File: config.mk
export PLATFORM = sky130hd
export DESIGN_NAME = fxalu_front
export DESIGN_NICKNAME = d
export VERILOG_FILES = /design/src/sv/fxalu_pkg.sv /design/src/sv/fxalu_front.sv
export SDC_FILE = /design/constraint.sdc
export NUM_CORES = 2
export LEC_CHECK = 0
export BUFFER_PORTS_ARGS = -buffer_cell sky130_fd_sc_hd__buf_2
export CAP_MARGIN = 20
export CORE_MARGIN = 5
export CORE_UTILIZATION = 30
export DETAILED_ROUTE_END_ITERATION = 16
export SYNTH_ARGS = -nofsm -noshare
export SYNTH_HDL_FRONTEND = slang
export SYNTH_SLANG_ARGS = --single-unit
File: constraint.sdc
create_clock -name aclk -period 12.7 [get_ports aclk]
set_input_delay 0 -clock aclk [delete_from_list [all_inputs] [get_ports aclk]]
set_output_delay 0 -clock aclk [all_outputs]
set_load 0.05 [all_outputs]
File: src/sv/fxalu_pkg.sv
// fxalu_pkg: action codes, widths and the per-stage token type of the
// q24.8 alu divider chain; no dependencies
package fxalu_pkg;
    localparam int FRAC_BITS = 8;
    localparam int DATA_W    = 32;
    localparam int WHOLE_W   = 24;
    localparam int NUM_W     = DATA_W + FRAC_BITS;   // dividend magnitude width
    localparam int DEN_W     = DATA_W + 1;           // divisor magnitude width
    localparam int MAG_W     = DATA_W + 1;           // magnitude of any operand
    localparam int STEPS     = NUM_W;                // one quotient bit per cell

    typedef enum logic [3:0] {
        ACT_ADD = 4'd0,
        ACT_SUB = 4'd1,
        ACT_MUL = 4'd2,
        ACT_DIV = 4'd3,
        ACT_MIN = 4'd4,
        ACT_MAX = 4'd5,
        ACT_INC = 4'd6,
        ACT_DEC = 4'd7,
        ACT_I2F = 4'd8
    } action_t;

    // item travelling down the cell row
    typedef struct packed {
        logic                    valid;
        logic                    is_div;     // quotient must be finished at the end
        logic                    neg;        // sign of the quotient
        logic [DEN_W-1:0]        den;        // divisor magnitude
        logic [NUM_W-1:0]        num;        // dividend bits, shifted out msb first
        logic [DEN_W:0]          rem;        // partial remainder
        logic [NUM_W-1:0]        quo;        // quotient bits, shifted in
        logic signed [DATA_W-1:0] res;       // result for non-divide actions
        logic                    ovf;
        logic                    dz;
        logic                    gt;
        logic                    lt;
        logic                    eq;
    } token_t;
endpackage

File: src/sv/fxalu_front.sv
// fxalu_front: decodes one request, does add/sub/min/max/inc/dec/convert,
// the registered multiply and the divider set-up; uses fxalu_pkg
module fxalu_front (
    input  logic                             aclk,
    input  logic                             aresetn,
    input  logic                             en,
    input  logic                             in_valid,
    input  logic [3:0]                       action,
    input  logic signed [fxalu_pkg::DATA_W-1:0] operand_a,
    input  logic signed [fxalu_pkg::DATA_W-1:0] operand_b,
    output fxalu_pkg::token_t                tok_out
);
    import fxalu_pkg::*;

    // stage 1: registered decode and 32x32 multiply
    logic                        v1_reg;
    logic [3:0]                  act_reg;
    logic signed [DATA_W-1:0]    a_reg, b_reg;
    logic signed [2*DATA_W-1:0]  prod_reg;
    token_t                      tok_reg, tok_next;

    always_ff @(posedge aclk) begin
        if (!aresetn) begin
            v1_reg <= 1'b0;
        end else if (en) begin
            v1_reg <= in_valid;
        end
        if (en) begin
            act_reg  <= action;
            a_reg    <= operand_a;
            b_reg    <= operand_b;
            prod_reg <= operand_a * operand_b;
        end
    end

    // saturate a 64-bit signed value to 32 bits
    function automatic logic [DATA_W:0] sat64(input logic signed [2*DATA_W-1:0] v);
        logic [DATA_W:0] r;
        begin
            if (v > 64'sd2147483647)
                r = {1'b1, 32'h7FFF_FFFF};
            else if (v < -64'sd2147483648)
                r = {1'b1, 32'h8000_0000};
            else
                r = {1'b0, v[DATA_W-1:0]};
            return r;
        end
    endfunction

    always_comb begin
        logic signed [2*DATA_W-1:0] ea, eb, sum, pm, rnd;
        logic [2*DATA_W-1:0]        pmag;
        logic [DATA_W:0]            s;
        logic [MAG_W-1:0]           amag, bmag;
        ea   = 64'(a_reg);
        eb   = 64'(b_reg);
        sum  = '0;
        s    = '0;
        pm   = prod_reg;
        pmag = pm[2*DATA_W-1] ? 64'(-pm) : 64'(pm);
        pmag = (pmag + 64'(1 << (FRAC_BITS-1))) >> FRAC_BITS;
        rnd  = pm[2*DATA_W-1] ? -$signed(pmag) : $signed(pmag);
        amag = a_reg[DATA_W-1] ? MAG_W'(-ea) : MAG_W'(ea);
        bmag = b_reg[DATA_W-1] ? MAG_W'(-eb) : MAG_W'(eb);

        tok_next        = '0;
        tok_next.valid  = v1_reg;
        tok_next.gt     = a_reg > b_reg;
        tok_next.lt     = a_reg < b_reg;
        tok_next.eq     = a_reg == b_reg;
        tok_next.neg    = a_reg[DATA_W-1] ^ b_reg[DATA_W-1];
        tok_next.den    = DEN_W'(bmag);
        tok_next.num    = NUM_W'(amag) << FRAC_BITS;
        case (act_reg)
            ACT_ADD: begin sum = ea + eb; s = sat64(sum); end
            ACT_SUB: begin sum = ea - eb; s = sat64(sum); end
            ACT_MUL: s = sat64(rnd);
            ACT_DIV: begin
                if (b_reg == '0) begin
                    s = {1'b0, a_reg};
                    tok_next.dz = 1'b1;
                end else begin
                    tok_next.is_div = 1'b1;
                end
            end
            ACT_MIN: s = {1'b0, (a_reg <= b_reg) ? a_reg : b_reg};
            ACT_MAX: s = {1'b0, (a_reg >= b_reg) ? a_reg : b_reg};
            ACT_INC: begin sum = ea + 64'sd1; s = sat64(sum); end
            ACT_DEC: begin sum = ea - 64'sd1; s = sat64(sum); end
            ACT_I2F: begin sum = ea <<< FRAC_BITS; s = sat64(sum); end
            default: s = '0;
        endcase
        tok_next.res = s[DATA_W-1:0];
        tok_next.ovf = s[DATA_W];
    end

    always_ff @(posedge aclk) begin
        if (!aresetn) begin
            tok_reg.valid <= 1'b0;
        end else if (en) begin
            tok_reg.valid <= tok_next.valid;
        end
        if (en) begin
            tok_reg[$bits(token_t)-2:0] <= tok_next[$bits(token_t)-2:0];
        end
    end

    assign tok_out = tok_reg;
endmodule

==> key figures <==
Outcome
  • Outcome: finished, final reports clean

Synth
  • Post-synth EDFFs: 236
  • Synth Flop Type: edfxtp_1
  • Ys async rst share: 0
  • Biggest area consumer among synthesized cells: fa_1
  • Synth Instances: 6612
  • Count of different cell masters after synthesis: 100
  • Largest cells by area after synthesis: fa_1 37%, edfxtp_1 12%, inv_1 8.0%, nand2_1 6.7%, ha_1 5.5%
  • Mapped Area: 58000 um^2
  • Number of synthesized register bits: 238
  • YS warnings: 0
  • Yosys top cell area share: 0.374
  • Post-Syn Area per Cell: 8.77 um^2
  • Register area share after synthesis: 0.123

Global routing
  • Number of global-route vias before repair: 49500
  • Pin count of the biggest net entering global routing: 104
  • Global-route wire length before repair: 308000 um
  • GR Util All Layers: 0.196
  • Initial antenna violation count: 12
  • Grt ovf: 0

CTS
  • Htree depth: 1
  • CTS tree: yes
  • Postcts setup bufs: 0
  • CTS buffer count: 30
  • CTS Root Cell: clkbuf_16
  • CTS Sinks: 238
  • PostCTS Resize Cnt: 0
  • Clock slew seen by the registers of the worst setup and hold paths: 0.07 ns
  • Longest Clk Path Bufs: 3
  • Worst skew pair latency: 0.63 ns

Setup path
  • Worst EP arrival: 9.76 ns
  • Setup crit end: prod_reg[57]
  • Setup slack, reg-to-reg: 3.60 ns
  • Critical path class: in -> reg
  • Worst flop-to-flop path endpoint: tok_out[32]
  • Setup crit start kind: input port
  • R2R depth: 18
  • CP max-delay cell: fa_1
  • Crit Path Max Fanout: 20
  • Worst Path Required: 13.07 ns
  • Worst r2r src: prod_reg[4]
  • CP max stage delay: 0.53 ns
  • Worst Setup End Kind: register
  • Crit. Startpoint: operand_a[13]

Min path
  • HP Class: in -> reg

Job
  • Max_cap viols: 0

Placed design
  • RePlAce Congestion: 0.941
  • Post-DP HPWL: 159000 um
  • Input/output buffers: 176
  • DP Cell Count: 9061

Finish
  • Final Non-Filler Cells: 9161
  • Most common cell after layout, fill and taps aside: inv_1
  • Layout cells sized above 1: 0.0616
  • Commonest non-fill, non-tap cells in the layout: 1227 x inv_1, 1084 x fa_1, 1039 x nand2_1
  • Max reg flops: 105
  • Fin nets: 8015
  • P&R area growth vs syn: 7.89%

Timing
  • Setup TNS: 0 ns
  • RSZ-0062 raised after global routing: false
  • Final Skew: 0.0236 ns
  • Measured slew at the worst slew-check pin: 1.14 ns
  • Min Hold Slack: 0.0325 ns
  • Post-route minimum period: 9.39 ns
  • Max Fclk: 0.107 GHz
  • Pins Over Slew Limit: 0
  • Max-slew headroom: 0.233
  • Hold Violations, Final: 0
  • Period Utilization, post-route: 0.739
  • Setup violators final: 0

Floorplanning
  • Initial Utilization: 0.301
  • Site Rows: 161
  • Die Area: 202000 um^2
  • Die H: 450 um
  • Core area: 192000 um^2
  • I/O Pins: 259
  • DIE WIDTH: 450 um

Drt
  • Vias: 47300
  • ANT nets after route: 0
  • Drt total wl: 201000 um
  • Routed vias/inst: 5.17
  • TritonRoute pass-1 iters: 6
  • DRC: 0
  • DRT iter0 DRCs: 4309
  • DR WL/cell: 21.9 um
==> routing by layer <==
| layer | global-route usage | wire (um) | vias up |
|---|---|---|---|
| li1 | - | - | 20700 |
| met1 | 0.259 | 82100 | 24100 |
| met2 | 0.328 | 94800 | 2072 |
| met3 | 0.0254 | 14800 | 389 |
| met4 | 0.0704 | 9090 | 6 |
| met5 | 0 | 34 | - |
==> per-stage QoR <==
step | instance area, um^2 | worst slack, ns | utilization
6_report | 62500 | 3.31 | 0.325
5_1_grt | 62500 | 2.79 | 0.325
3_5_place_dp | 61100 | 3.16 | 0.318
2_1_floorplan | 58300 | 2.73 | -
4_1_cts | 62500 | 3.29 | 0.325
3_3_place_gp | 61100 | 3.20 | 0.318
==> critical path: cells and delay by family <==
family | cells | cell delay [ns]
xor+xnor | 1 | 0.10
buf+inv | 10 | 1.67
compound gates | 12 | 3.26
fa+ha+maj | 9 | 4.24
simple gates | 3 | 0.45
==> worst min-delay path by stage <==
stage / start / endpoint / slack [ns] / cells after the start
floorplan: operand_a[0] / a_reg[0] / 0.1 / 0
CTS: operand_a[17] / a_reg[17] / 0.001 / 2
global route: operand_a[18] / a_reg[18] / 0.02 / 2
finish: operand_b[3] / b_reg[3] / 0.03 / 2
detailed placement: action[2] / act_reg[2] / 0.19 / 1
global placement: action[2] / act_reg[2] / 0.18 / 1
==> timing repair <==
action / in CTS / in global routing
hold buffers: 37 / 0
endpoints found under the setup margin: 0 / 0
endpoints found under the hold margin: 79 / 0
==> final cells by class <==
type                    count  area (um^2)
clock buffers              34          776
clock inverters            22          228
fillers                 20000       130000
diodes                      7         17.5
well taps                2526         3160
flip-flops and latches    238         7130
multi-input cells        4782        44500
repair buffers            322         2080
inverters                1230         4620
==> cells in the mapped netlist, drive strengths merged, types with 18 or more instances <==
cell type / count
nor2: 239
nand3: 100
o21a: 21
buf: 120
or3: 49
nand4: 76
edfxtp: 236
a221oi: 19
xnor2: 259
clkbuf: 324
a21o: 49
o41ai: 24
a21oi: 180
nand3b: 18
o31ai: 51
and3: 34
nand2: 1040
o21ai: 160
and2: 258
or2: 20
a211oi: 22
xor2: 100
ha: 255
o21bai: 19
fa: 1084
inv: 1229
or4: 36
a2111oi: 19
a31oi: 42
nor3: 98
nor2b: 30
mux2i: 18
nand2b: 76
o211ai: 27
nor4: 71
==> cells by family (layout without fill, tap and decap cells) <==
family          Yosys count  in the layout  synth area share
mux                      22             22           0.00389
fa+ha+maj              1339           1339             0.429
xor+xnor                359            359            0.0546
compound gates          787            787            0.0928
other cells               1             90         0.0000647
simple gates           2192           2192             0.182
buf+inv                1674           1608             0.114
flops                   238            238             0.123
Power is left out: the tool's default activity adds up to more than one toggle a clock period on the data nets, which glitch-free logic cannot reach.
