## src/sv/fxalu_pkg.sv

```systemverilog
// fxalu_pkg: action codes, widths and the per-stage token type of the
// q24.8 alu divider chain; no dependencies
package fxalu_pkg;
    localparam int FRAC_BITS = 8;
    localparam int DATA_W    = 32;
    localparam int WHOLE_W   = 24;
    localparam int NUM_W     = DATA_W + FRAC_BITS;   // dividend magnitude width
    localparam int DEN_W     = DATA_W + 1;           // divisor magnitude width
    localparam int MAG_W     = DATA_W + 1;           // magnitude of any operand
    localparam int STEPS     = NUM_W;                // one quotient bit per cell

    typedef enum logic [3:0] {
        ACT_ADD = 4'd0,
        ACT_SUB = 4'd1,
        ACT_MUL = 4'd2,
        ACT_DIV = 4'd3,
        ACT_MIN = 4'd4,
        ACT_MAX = 4'd5,
        ACT_INC = 4'd6,
        ACT_DEC = 4'd7,
        ACT_I2F = 4'd8
    } action_t;

    // item travelling down the cell row
    typedef struct packed {
        logic                    valid;
        logic                    is_div;     // quotient must be finished at the end
        logic                    neg;        // sign of the quotient
        logic [DEN_W-1:0]        den;        // divisor magnitude
        logic [NUM_W-1:0]        num;        // dividend bits, shifted out msb first
        logic [DEN_W:0]          rem;        // partial remainder
        logic [NUM_W-1:0]        quo;        // quotient bits, shifted in
        logic signed [DATA_W-1:0] res;       // result for non-divide actions
        logic                    ovf;
        logic                    dz;
        logic                    gt;
        logic                    lt;
        logic                    eq;
    } token_t;
endpackage

```

## src/sv/fxalu_cell.sv

```systemverilog
// fxalu_cell: one restoring-division step, one quotient bit per cycle
// while en is high, carrying the whole token to the next cell; uses fxalu_pkg
module fxalu_cell (
    input  logic              aclk,
    input  logic              aresetn,
    input  logic              en,
    input  fxalu_pkg::token_t tok_in,
    output fxalu_pkg::token_t tok_out
);
    import fxalu_pkg::*;

    token_t tok_reg, tok_next;

    always_comb begin
        logic [DEN_W:0] trial;
        tok_next     = tok_in;
        trial        = {tok_in.rem[DEN_W-1:0], tok_in.num[NUM_W-1]};
        tok_next.num = {tok_in.num[NUM_W-2:0], 1'b0};
        if (trial >= {1'b0, tok_in.den}) begin
            tok_next.rem = trial - {1'b0, tok_in.den};
            tok_next.quo = {tok_in.quo[NUM_W-2:0], 1'b1};
        end else begin
            tok_next.rem = trial;
            tok_next.quo = {tok_in.quo[NUM_W-2:0], 1'b0};
        end
    end

    always_ff @(posedge aclk) begin
        if (!aresetn) begin
            tok_reg.valid <= 1'b0;
        end else if (en) begin
            tok_reg.valid <= tok_next.valid;
        end
        if (en) begin
            tok_reg[$bits(token_t)-2:0] <= tok_next[$bits(token_t)-2:0];
        end
    end

    assign tok_out = tok_reg;
endmodule

```

## config.mk

```make
export PLATFORM = sky130hd
export DESIGN_NAME = fxalu_cell
export DESIGN_NICKNAME = d
export VERILOG_FILES = /design/src/sv/fxalu_pkg.sv /design/src/sv/fxalu_cell.sv
export SDC_FILE = /design/constraint.sdc
export NUM_CORES = 1
export LEC_CHECK = 0
export ABC_AREA = 1
export ABC_CLOCK_PERIOD_IN_PS = 2100
export BUFFER_PORTS_ARGS = -buffer_cell sky130_fd_sc_hd__buf_2
export CAP_MARGIN = 20
export CORE_AREA = 2 2 146 148
export CTS_CLUSTER_SIZE = 20
export DETAILED_ROUTE_END_ITERATION = 8
export DIE_AREA = 0 0 148 150
export PLACE_DENSITY = 0.87
export SYNTH_ARGS = -nofsm -noshare
export SYNTH_HDL_FRONTEND = slang
export SYNTH_SLANG_ARGS = --single-unit
```

## constraint.sdc

```tcl
create_clock -name aclk -period 2.1 [get_ports aclk]
set_clock_uncertainty 0.2 [all_clocks]
set_input_delay 0.42 -clock aclk [delete_from_list [all_inputs] [get_ports aclk]]
set_output_delay 0.42 -clock aclk [all_outputs]
set_load 0.01 [all_outputs]
```

==> run metrics, run 1 <==
status finished with violations; failing checks negative setup slack; Max Cap Violations 0; initial antenna violation count 7; Logic pwr share approximately 24%; final worst slack -5.69 ps; GRT Total Usage about 30%; Worst setup SP type input pin; global-route wire length before repair approximately 50000 µm; worst skew pair latency roughly 450 ps; fill count ~1500; sequential cell area 5580 µm²; GP Congestion between 0.9 and 1; CTS H-tree lvls 4; switch share 30.5%; sw power about 3200 µW; Starting Density approximately 42%; Synthesized Nets between 1000 and 1500; DRC Markers 0; crit-path max cell delay approximately 290 ps; fmax around 470 MHz; register area share after synthesis ~64%; Max Buffers Root-to-Sink 2; Worst Hold Class input pin to register; setup_tns -5.69 ps; DR vias about 8700; row count between 50 and 60; worst vdd ir about 470 µV; CTS tree yes; CTS clock-pin slew for the worst setup and hold paths 70 ps; Synth Flop Type edfxtp_1; CP max FO 11; initial drt markers ~640; EDFF count, synth approximately 190; Commonest cells post-synth nand2_1 (295), edfxtp_1 (185), inv_1 (141), nor2_1 (50), nand3_1 (39); Synth Warn # 0; clock share of power 32.3%; Synth Register Bits roughly 190; Post-Route WL 34700 µm; Clock Root Buffer clkbuf_16; DR pass1 iterations 6; RSZ-0062 raised after global routing true; Hold Violations, Final 0; critical path class input pin to register; max reg flops 186; most numerous cell on the critical path nand2_1; Area contributors post-synth edfxtp_1 (64%), nand2_1 (13%), inv_1 (6.1%), ha_1 (4.7%), nand3_1 (2.2%); number of global-route vias before repair around 9000; total gr overflow 0; CTS sink count between 150 and 200; Avg Vias per Cell slightly below 5; CP Data Required Time between 2000 and 2500 ps; most instantiated library cell after synthesis nand2_1; Seq pwr share ~43%; CTS buffer count 17; crit end category register; Cell Area, Synth approximately 8700 µm²; Final nets about 1700; # setup viols final 1; fin crit share 100%; number of routed nets with antenna violations 0; core area 20700 µm²; Avg Cell Area, Syn between 10 and 15 µm²; Critical-path top delay cell ha_4; PD cells just over 700 nW/µm²; arrival time of the worst setup path 2090 ps; Cells after Synth roughly 850; Fin Hold WS 21.7 ps; IO Count between 300 and 400; Die W between 100 and 150 µm; DP HPWL between 20000 and 25000 µm; ys async rst share 0%; proportion of layout cells with a drive suffix above 1 between 40 and 50%; port buffer count 373; synth-to-layout area growth 66.9%; worst path cell trace buf_2 > inv_1 > ha_4 > nand2_1 > nor2_2 > nand2_2 > nor2_1 > nand3b_1 > inv_2 > nor2_4 > nand2_4 > inv_6 > buf_12 > nand2_1 > nand2_1; largest net degree at the start of global routing 45; count of different cell masters after synthesis 32; fin. max-slew vios 0; critical path's top delay family simple AND/OR/NAND/NOR gates; DR WL/cell roughly 19 µm; Final Critical Period 2110 ps; cell-internal power ~7300 µW; die height about 150 µm; Lkg Pwr around 0.0069 µW; Worst Path Buf+Inv 5; area share of the largest cell type after synthesis a little under two thirds; DIE AREA approximately 22000 µm²; area occupied by multi-input gates approximately 3100 µm²; largest area contributor in the netlist edfxtp_1
-- final timing paths --
kind | to | start | depth (start not counted) | slack, ps
setup / recovery | tok_out[98] | tok_in[162] | 15 | -6
hold / removal | tok_out[169] | tok_in[169] | 1 | 20
setup reg to reg | tok_out[186] | tok_out[186] | 2 | 1140
hold reg to reg | tok_out[186] | tok_out[186] | 2 | 470
-- cells by family after synthesis --
| family | synth area share [%] |
|---|---|
| other | 0.0430 |
| AO/OA/AOI/OAI | 2.46 |
| adder cells (fa/ha/maj) | 4.97 |
| flip-flops | 64.0 |
| AND/OR/NAND/NOR | 20.0 |
| XOR/XNOR | 1.51 |
| buffers and inverters | 7.09 |
-- through the flow --
step                instances  worst slack, ps  instance area, µm²  total power [µW]  util [%]
floorplan                 847            -87.2                9090              5640         -
global placement         1603             -476               12200              6790      58.8
detailed placement       1603             -481               12200              6840      58.8
CTS                      1778             13.1               14200             10400      68.7
global route             1785            -56.5               14500             10900      70.3
finish                   1789            -5.69               14500             10600      70.3
-- power groups by stage --
stage	Combinational, µW	Sequential, µW	Clock [µW]
3_3_place_gp	2140	4650	0
3_5_place_dp	2180	4660	0
5_1_grt	2750	4620	3570
6_report	2570	4590	3410
2_1_floorplan	795	4850	0
4_1_cts	2420	4580	3430
-- layer usage --
metal	wire length, µm	vias up	track usage [%]
met5	31	-	0
met3	2720	90	7.32
met1	13400	4142	36.3
met4	1390	4	12.5
li1	-	4064	-
met2	17100	421	51.7
-- layout by cell type, fill, tap and decap left out, drive strengths merged, types with 7 or more instances in the layout --
cell type / netlist / final
ha: 33 / 33
nand2: 300 / 300
nand3: 41 / 41
dlygate4sd3: 0 / 143
o21ai: 9 / 9
edfxtp: 185 / 185
nand3b: 9 / 9
clkbuf: 0 / 19
diode: 0 / 7
nor2: 52 / 52
a21oi: 27 / 27
buf: 7 / 491
inv: 143 / 153
nand4: 7 / 7
xor2: 14 / 14
-- what timing repair did --
| action | 4_1_cts | 5_1_grt |
|---|---|---|
| hold buffers | 143 | 0 |
| pin swaps | 2 | 16 |
| resized for setup | 0 | 74 |
| setup buffers | 0 | 4 |
| endpoints found under the hold margin | 143 | 0 |
| setup endpoints to repair | 3 | 33 |
-- layout make-up --
| class | instances | area share [%] |
|---|---|---|
| diodes | 7 | 0.120 |
| well taps | 275 | 2.36 |
| clock buffers | 18 | 3.02 |
| clock inverters | 14 | 1.27 |
| multi-input cells | 510 | 21.6 |
| inverters | 144 | 3.92 |
| flip-flops and latches | 186 | 38.3 |
| repair buffers | 635 | 29.4 |
(Power assumes the default switching activity.)
==> run 2, diff against run 1 <==
ABC_AREA = 0   (was 1)
CTS_BUF_LIST = sky130_fd_sc_hd__clkbuf_16   (was unset)
PLACE_DENSITY = 0.83   (was 0.87)
==> run 2 against run 1 <==
Against the previous run: the run still ends with negative setup slack left; via count decreased by 15%; non-clock buffer count grew 32; sequential share of layout area grew 0.61 points; first-iteration DRC count is 45% lower; synthesized area shrank 8.0%; worst setup slack got worse by 500 ps; power fell by 0.56%; global-route usage down 4.0 points; worst hold slack improved by 40 ps; cell area is 1.6% lower; critical endpoint is now tok_out[87]; largest power group unchanged; highest routed layer unchanged.
==> run metrics, run 2 <==
Synth Area in Compound Gates 11.0% (+8.6 points); DIE AREA 22200 µm² (unchanged); Worst Hold Class input pin to register; Final nets 1443 (-16%); mux contribution to synthesized area 1.42% (+1.4 points); critical path's top delay family compound AO/OA/AOI/OAI gates; fmax 384 MHz (-19%); status finished with violations; final worst slack -507 ps (-502 ps); # setup viols final 35 (+34); Synth Warn # 0 (unchanged); Lkg Pwr 0.00620 µW (-11%); worst vdd ir 506 µV (+7.6%); DR WL/cell 20.4 µm (+5.5%); Commonest cells post-synth edfxtp_1 (185), a21oi_1 (57), inv_1 (39), nor2_1 (38), ha_1 (33); CP max FO 2 (-9); Die W 148 µm (unchanged); arrival time of the worst setup path 2600 ps (+510 ps); DR vias 7422 (-15%); ys async rst share 0% (unchanged); Avg Cell Area, Syn 14.6 µm² (+42%); total gr overflow 0 (unchanged); synth-to-layout area growth 78.7%; CTS sink count 186 (unchanged); Cells after Synth 550 (-35%); Area contributors post-synth edfxtp_1 (69%), ha_1 (5.2%), a21oi_1 (3.6%), xnor2_1 (2.2%), inv_1 (1.8%); Avg Vias per Cell 4.90 (+0.43%); largest area contributor in the netlist edfxtp_1; largest net degree at the start of global routing 43 (-4.4%); worst skew pair latency 430 ps (-20 ps); GP Congestion 0.891 (-4.9%); failing checks negative setup slack; Synthesized Nets 774 (-28%); worst path cell trace buf_12 > inv_12 > ha_4 > inv_2 > fa_2 > a211oi_4 > buf_4 > o21bai_1 > a21oi_2 > o21ai_1 > a21o_1 > a21oi_2 > xnor2_1 > mux2_4; IO Count 377 (unchanged); GRT Total Usage 26.1% (-4.0 points); global-route wire length before repair 43200 µm (-13%); Hold Violations, Final 0 (unchanged); Worst Path Buf+Inv 4 (-1); number of global-route vias before repair 7495 (-15%); Max Buffers Root-to-Sink 2 (unchanged); Max Cap Violations 0 (unchanged); DP HPWL 20000 µm (-20%); Starting Density 38.7% (-3.4 points); crit end category register; most frequent cells in the layout buf_2 (367), edfxtp_1 (185), dlygate4sd3_1 (147), buf_4 (122), inv_1 (33); most common cell after layout, fill and taps aside buf_2; most instantiated library cell after synthesis edfxtp_1; CTS buffer count 17 (unchanged); fin. max-slew vios 0 (unchanged); RSZ-0062 raised after global routing true; initial drt markers 353 (-45%); DRC Markers 0 (unchanged); initial antenna violation count 8 (+1); CTS tree yes; Post-Place Cell Area 11200 µm² (-7.8%); Synth Register Bits 186 (unchanged); Synth Area in Simple Gates 5.92% (-14 points); number of routed nets with antenna violations 0 (unchanged); fin crit share 124% (+24 points); Critical-path top delay cell fa_2; Worst setup SP type input pin; DR pass1 iterations 5 (-1); die height 150 µm (unchanged); Synth Flop Type edfxtp_1; critical path class input pin to register; area share of the largest cell type after synthesis 69.3% (+5.6 points); Final Critical Period 2610 ps (+502 ps); row count 53 (unchanged); count of different cell masters after synthesis 60 (+88%); proportion of layout cells with a drive suffix above 1 54.9% (+12 points); Cell Area, Synth 8020 µm² (-8.0%); largest family of logic cells by synthesized area compound AO/OA/AOI/OAI gates; PD cells 734 nW/µm² (+1.0%); register area share after synthesis 69.6% (+5.6 points); Adder-Cell Fraction of Synth Area 5.40% (+0.43 points); CTS clock-pin slew for the worst setup and hold paths 80 ps (about the same); CTS H-tree lvls 4 (unchanged); final core occ 69.2% (-1.1 points); Clock Root Buffer clkbuf_16; Post-Route WL 31000 µm (-11%); max reg flops 186 (unchanged); most numerous cell on the critical path a21oi_2; CP Data Required Time 2090 ps (about the same); Final Instance Area 14300 µm² (-1.6%); core area 20700 µm² (unchanged); port buffer count 373 (unchanged); crit-path max cell delay 370 ps (+80 ps); Post-Synth XOR/XNOR Area 3.17% (+1.7 points); EDFF count, synth 185 (unchanged)
-- run 2: repair_timing --
item | CTS | global route
hold buffers | 147 | 0
pin swaps | 17 | 30
gates resized for setup | 65 | 97
endpoints found under the setup margin | 35 | 35
gates cloned | 5 | 1
buffers inserted | 13 | 9
endpoints found under the hold margin | 147 | 0
-- run 2: final timing paths --
kind,slack (ps),startpoint,end,depth (start not counted)
hold / removal,60,aresetn,tok_out[186],2
hold reg to reg,470,tok_out[186],tok_out[186],2
setup / recovery,-510,tok_in[150],tok_out[87],14
setup reg to reg,1150,tok_out[186],tok_out[186],2
-- run 2: layer usage --
| layer | global-route usage (%) | vias to the layer above | part of all wire (%) |
|---|---|---|---|
| met4 | 10.8 | 6 | 4.7 |
| met5 | 0 | - | 0.13 |
| met2 | 46.8 | 342 | 52 |
| met1 | 29.0 | 3576 | 35 |
| li1 | - | 3414 | - |
| met3 | 7.59 | 84 | 7.5 |
-- run 2: power by group --
group | internal [µW] | switching, µW | leakage (µW)
registers | 4490 | 100 | 0.00182
clock network | 1620 | 1640 | 0.000297
logic | 1360 | 1310 | 0.00408
total | 7460 | 3050 | 0.00620
-- run 2: kinds of logic (layout without fill, tap and decap cells) --
| kind of cell | after synthesis | after routing |
|---|---|---|
| flip-flops | 186 | 186 |
| AO/OA/AOI/OAI | 133 | 133 |
| AND/OR/NAND/NOR | 102 | 102 |
| buffers and inverters | 56 | 738 |
| adder cells (fa/ha/maj) | 34 | 34 |
| XOR/XNOR | 29 | 29 |
| multiplexers | 9 | 9 |
| other | 1 | 10 |
-- run 2: through the flow --
stage	worst slack (ps)	setup TNS (ps)	hold WS (ps)	cells	total power (µW)
2_1_floorplan	-681	-19480	319	550	5570
3_3_place_gp	-1100	-33150	329	1302	6600
3_5_place_dp	-1100	-33020	367	1302	6650
4_1_cts	-479	-14850	23.9	1499	10300
5_1_grt	-523	-16650	44.0	1510	10900
6_report	-507	-14500	61.8	1516	10500
-- run 2: layout make-up --
type,count,area [µm²]
fillers,1405,6370
flip-flops and latches,186,5580
repair buffers,667,4740
multi-input cells,308,2860
clock buffers,17,425
well taps,275,344
clock inverters,15,184
inverters,39,161
diodes,9,22.5
==> run 3, diff against run 2 <==
ABC_AREA = 1   (was 0)
PLACE_DENSITY = 0.87   (was 0.83)
==> run 3 against run 2 <==
Against the previous run: power grew 0.59%; highest routed layer unchanged; clock power increased by 3%; routed wire length increased by 13%; sequential share of layout area shrank 0.88 points; combinational power down 2%; fmax up 25%; the run now ends clean; cell area increased by 2.3%; global-route usage grew 3.8 points; non-clock buffer count fell by 30; via count up 19%; final cell count grew 18%; critical path type unchanged.
==> run metrics, run 3 (synthesized netlist as in run 1, its figures left out) <==
Worst Hold Class input pin to register; DP HPWL 24900 µm (+25%); Lkg Pwr 0.00698 µW (+12%); fill count 1491 (+6.1%); Final Instance Area 14700 µm² (+2.3%); total design power 10600 µW (+0.59%); status completed; global-route wire length before repair 49600 µm (+15%); CTS sink count 186 (unchanged); Final nets 1720 (+19%); total gr overflow 0 (unchanged); pre-CTS setup slack -481 ps (+622 ps); # setup viols final 0 (-100%); CTS tree yes; final worst slack 15.5 ps (+523 ps); fin crit share 99.3% (-25 points); DR vias 8805 (+19%); setup_tns 0 ps (+14500 ps); Final Critical Period 2080 ps (-523 ps); PD cells 721 nW/µm² (-1.7%); largest net degree at the start of global routing 45 (+4.7%); IO Count 377 (unchanged); DR WL/cell 19.5 µm (-4.8%); synth-to-layout area growth 68.2%; worst vdd ir 476 µV (-6.0%); core area 20700 µm² (unchanged); Worst setup SP type input pin; GP Congestion 0.937 (+5.2%); area occupied by multi-input gates 3160 µm² (+10%); sequential cell area 5580 µm² (unchanged); number of global-route vias before repair 8756 (+17%); critical path class input pin to register; DR pass1 iterations 5 (unchanged); die height 150 µm (unchanged); CTS clock-pin slew for the worst setup and hold paths 80 ps (about the same); CP Data Required Time 2080 ps (about the same); Starting Density 42.1% (+3.4 points); fin. max-slew vios 0 (unchanged); placed cells 1603 (+23%); proportion of layout cells with a drive suffix above 1 42.6% (-12 points); max reg flops 186 (unchanged); fmax 480 MHz (+25%); Post-Route WL 34900 µm (+13%); Max Cap Violations 0 (unchanged); initial antenna violation count 8 (unchanged); Max Buffers Root-to-Sink 2 (unchanged); most frequent cells in the layout buf_2 (366), nand2_1 (265), edfxtp_1 (185), dlygate4sd3_1 (143), inv_1 (130); row count 53 (unchanged); Die W 148 µm (unchanged); Avg Vias per Cell 4.91 (+0.36%); CP max FO 6 (+4); Post-Place Cell Area 12200 µm² (+8.4%); GRT Total Usage 29.8% (+3.8 points); RSZ-0062 raised after global routing true; CTS H-tree lvls 4 (unchanged); Clock Root Buffer clkbuf_16; most common cell after layout, fill and taps aside buf_2; DIE AREA 22200 µm² (unchanged); CTS buffer count 17 (unchanged); worst skew pair latency 440 ps (about the same); number of routed nets with antenna violations 0 (unchanged); Hold Violations, Final 0 (unchanged); port buffer count 373 (unchanged); arrival time of the worst setup path 2070 ps (-530 ps); DRC Markers 0 (unchanged); crit end category register; initial drt markers 593 (+68%); final non-filler cell total 1792 (+18%)
run 3: cell count changes in the layout (fill, tap and decap cells not counted), moves of 19 or more:
cell,before,now
nand2_1,23,265
nand2_2,3,27
inv_1,33,130
a21oi_2,25,6
nand3_1,8,35
nor2_1,11,33
run 3: metrics by stage:
| stage | hold WS (ps) | utilization [%] |
|---|---|---|
| after global placement | 357 | 58.8 |
| after global routing | 6.20 | 70.8 |
| after detailed placement | 368 | 58.8 |
| after floorplan | 313 | - |
| after CTS | 2.03 | 68.6 |
| final | 14.5 | 70.8 |
run 3: worst max-delay path: stages:
cell and delay, ps:
buf_2 100, inv_1 80, ha_4 290, nand2_1 80, nor2_2 150, nand2_1 110
nor2_1 120, nand3b_1 100, clkinv_1 90, nor2_4 40, nand2_4 120, inv_8 70
buf_12 140, nand2_1 80, nand2_1 60
run 3: final cells by class:
type                    count  share of cell area, %
flip-flops and latches    186                   38.0
clock inverters            15                   1.29
diodes                      8                  0.137
well taps                 275                   2.35
inverters                 144                   3.94
repair buffers            637                   29.7
clock buffers              17                   2.90
multi-input cells         510                   21.6
run 3: metal layers:
layer / global-route usage, % / share of wire, % / vias up
li1: - / - / 4065
met1: 36.3 / 39 / 4165
met2: 51.9 / 49 / 470
met3: 7.04 / 7.9 / 101
met4: 11.0 / 4.0 / 4
met5: 0 / 0.075 / -
run 3: worst paths after layout:
kind           startpoint      endpoint  slack, ps  depth (start not counted)
max           tok_in[162]   tok_out[98]         20                         15
max reg2reg  tok_out[186]  tok_out[186]       1170                          2
min           tok_in[151]  tok_out[151]         10                          1
min reg2reg  tok_out[186]  tok_out[186]        450                          2
run 3: power breakdown:
part	switching [µW]	internal, µW
registers	107	4480
clock network	1730	1640
logic	1400	1210
total	3240	7330
run 3: timing repair:
item | 4_1_cts | 5_1_grt
gates cloned | 0 | 1
pin swaps | 2 | 23
resized for setup | 0 | 94
endpoints found under the hold margin | 141 | 2
hold buffers | 141 | 2
setup endpoints to repair | 3 | 33
setup buffers | 0 | 5
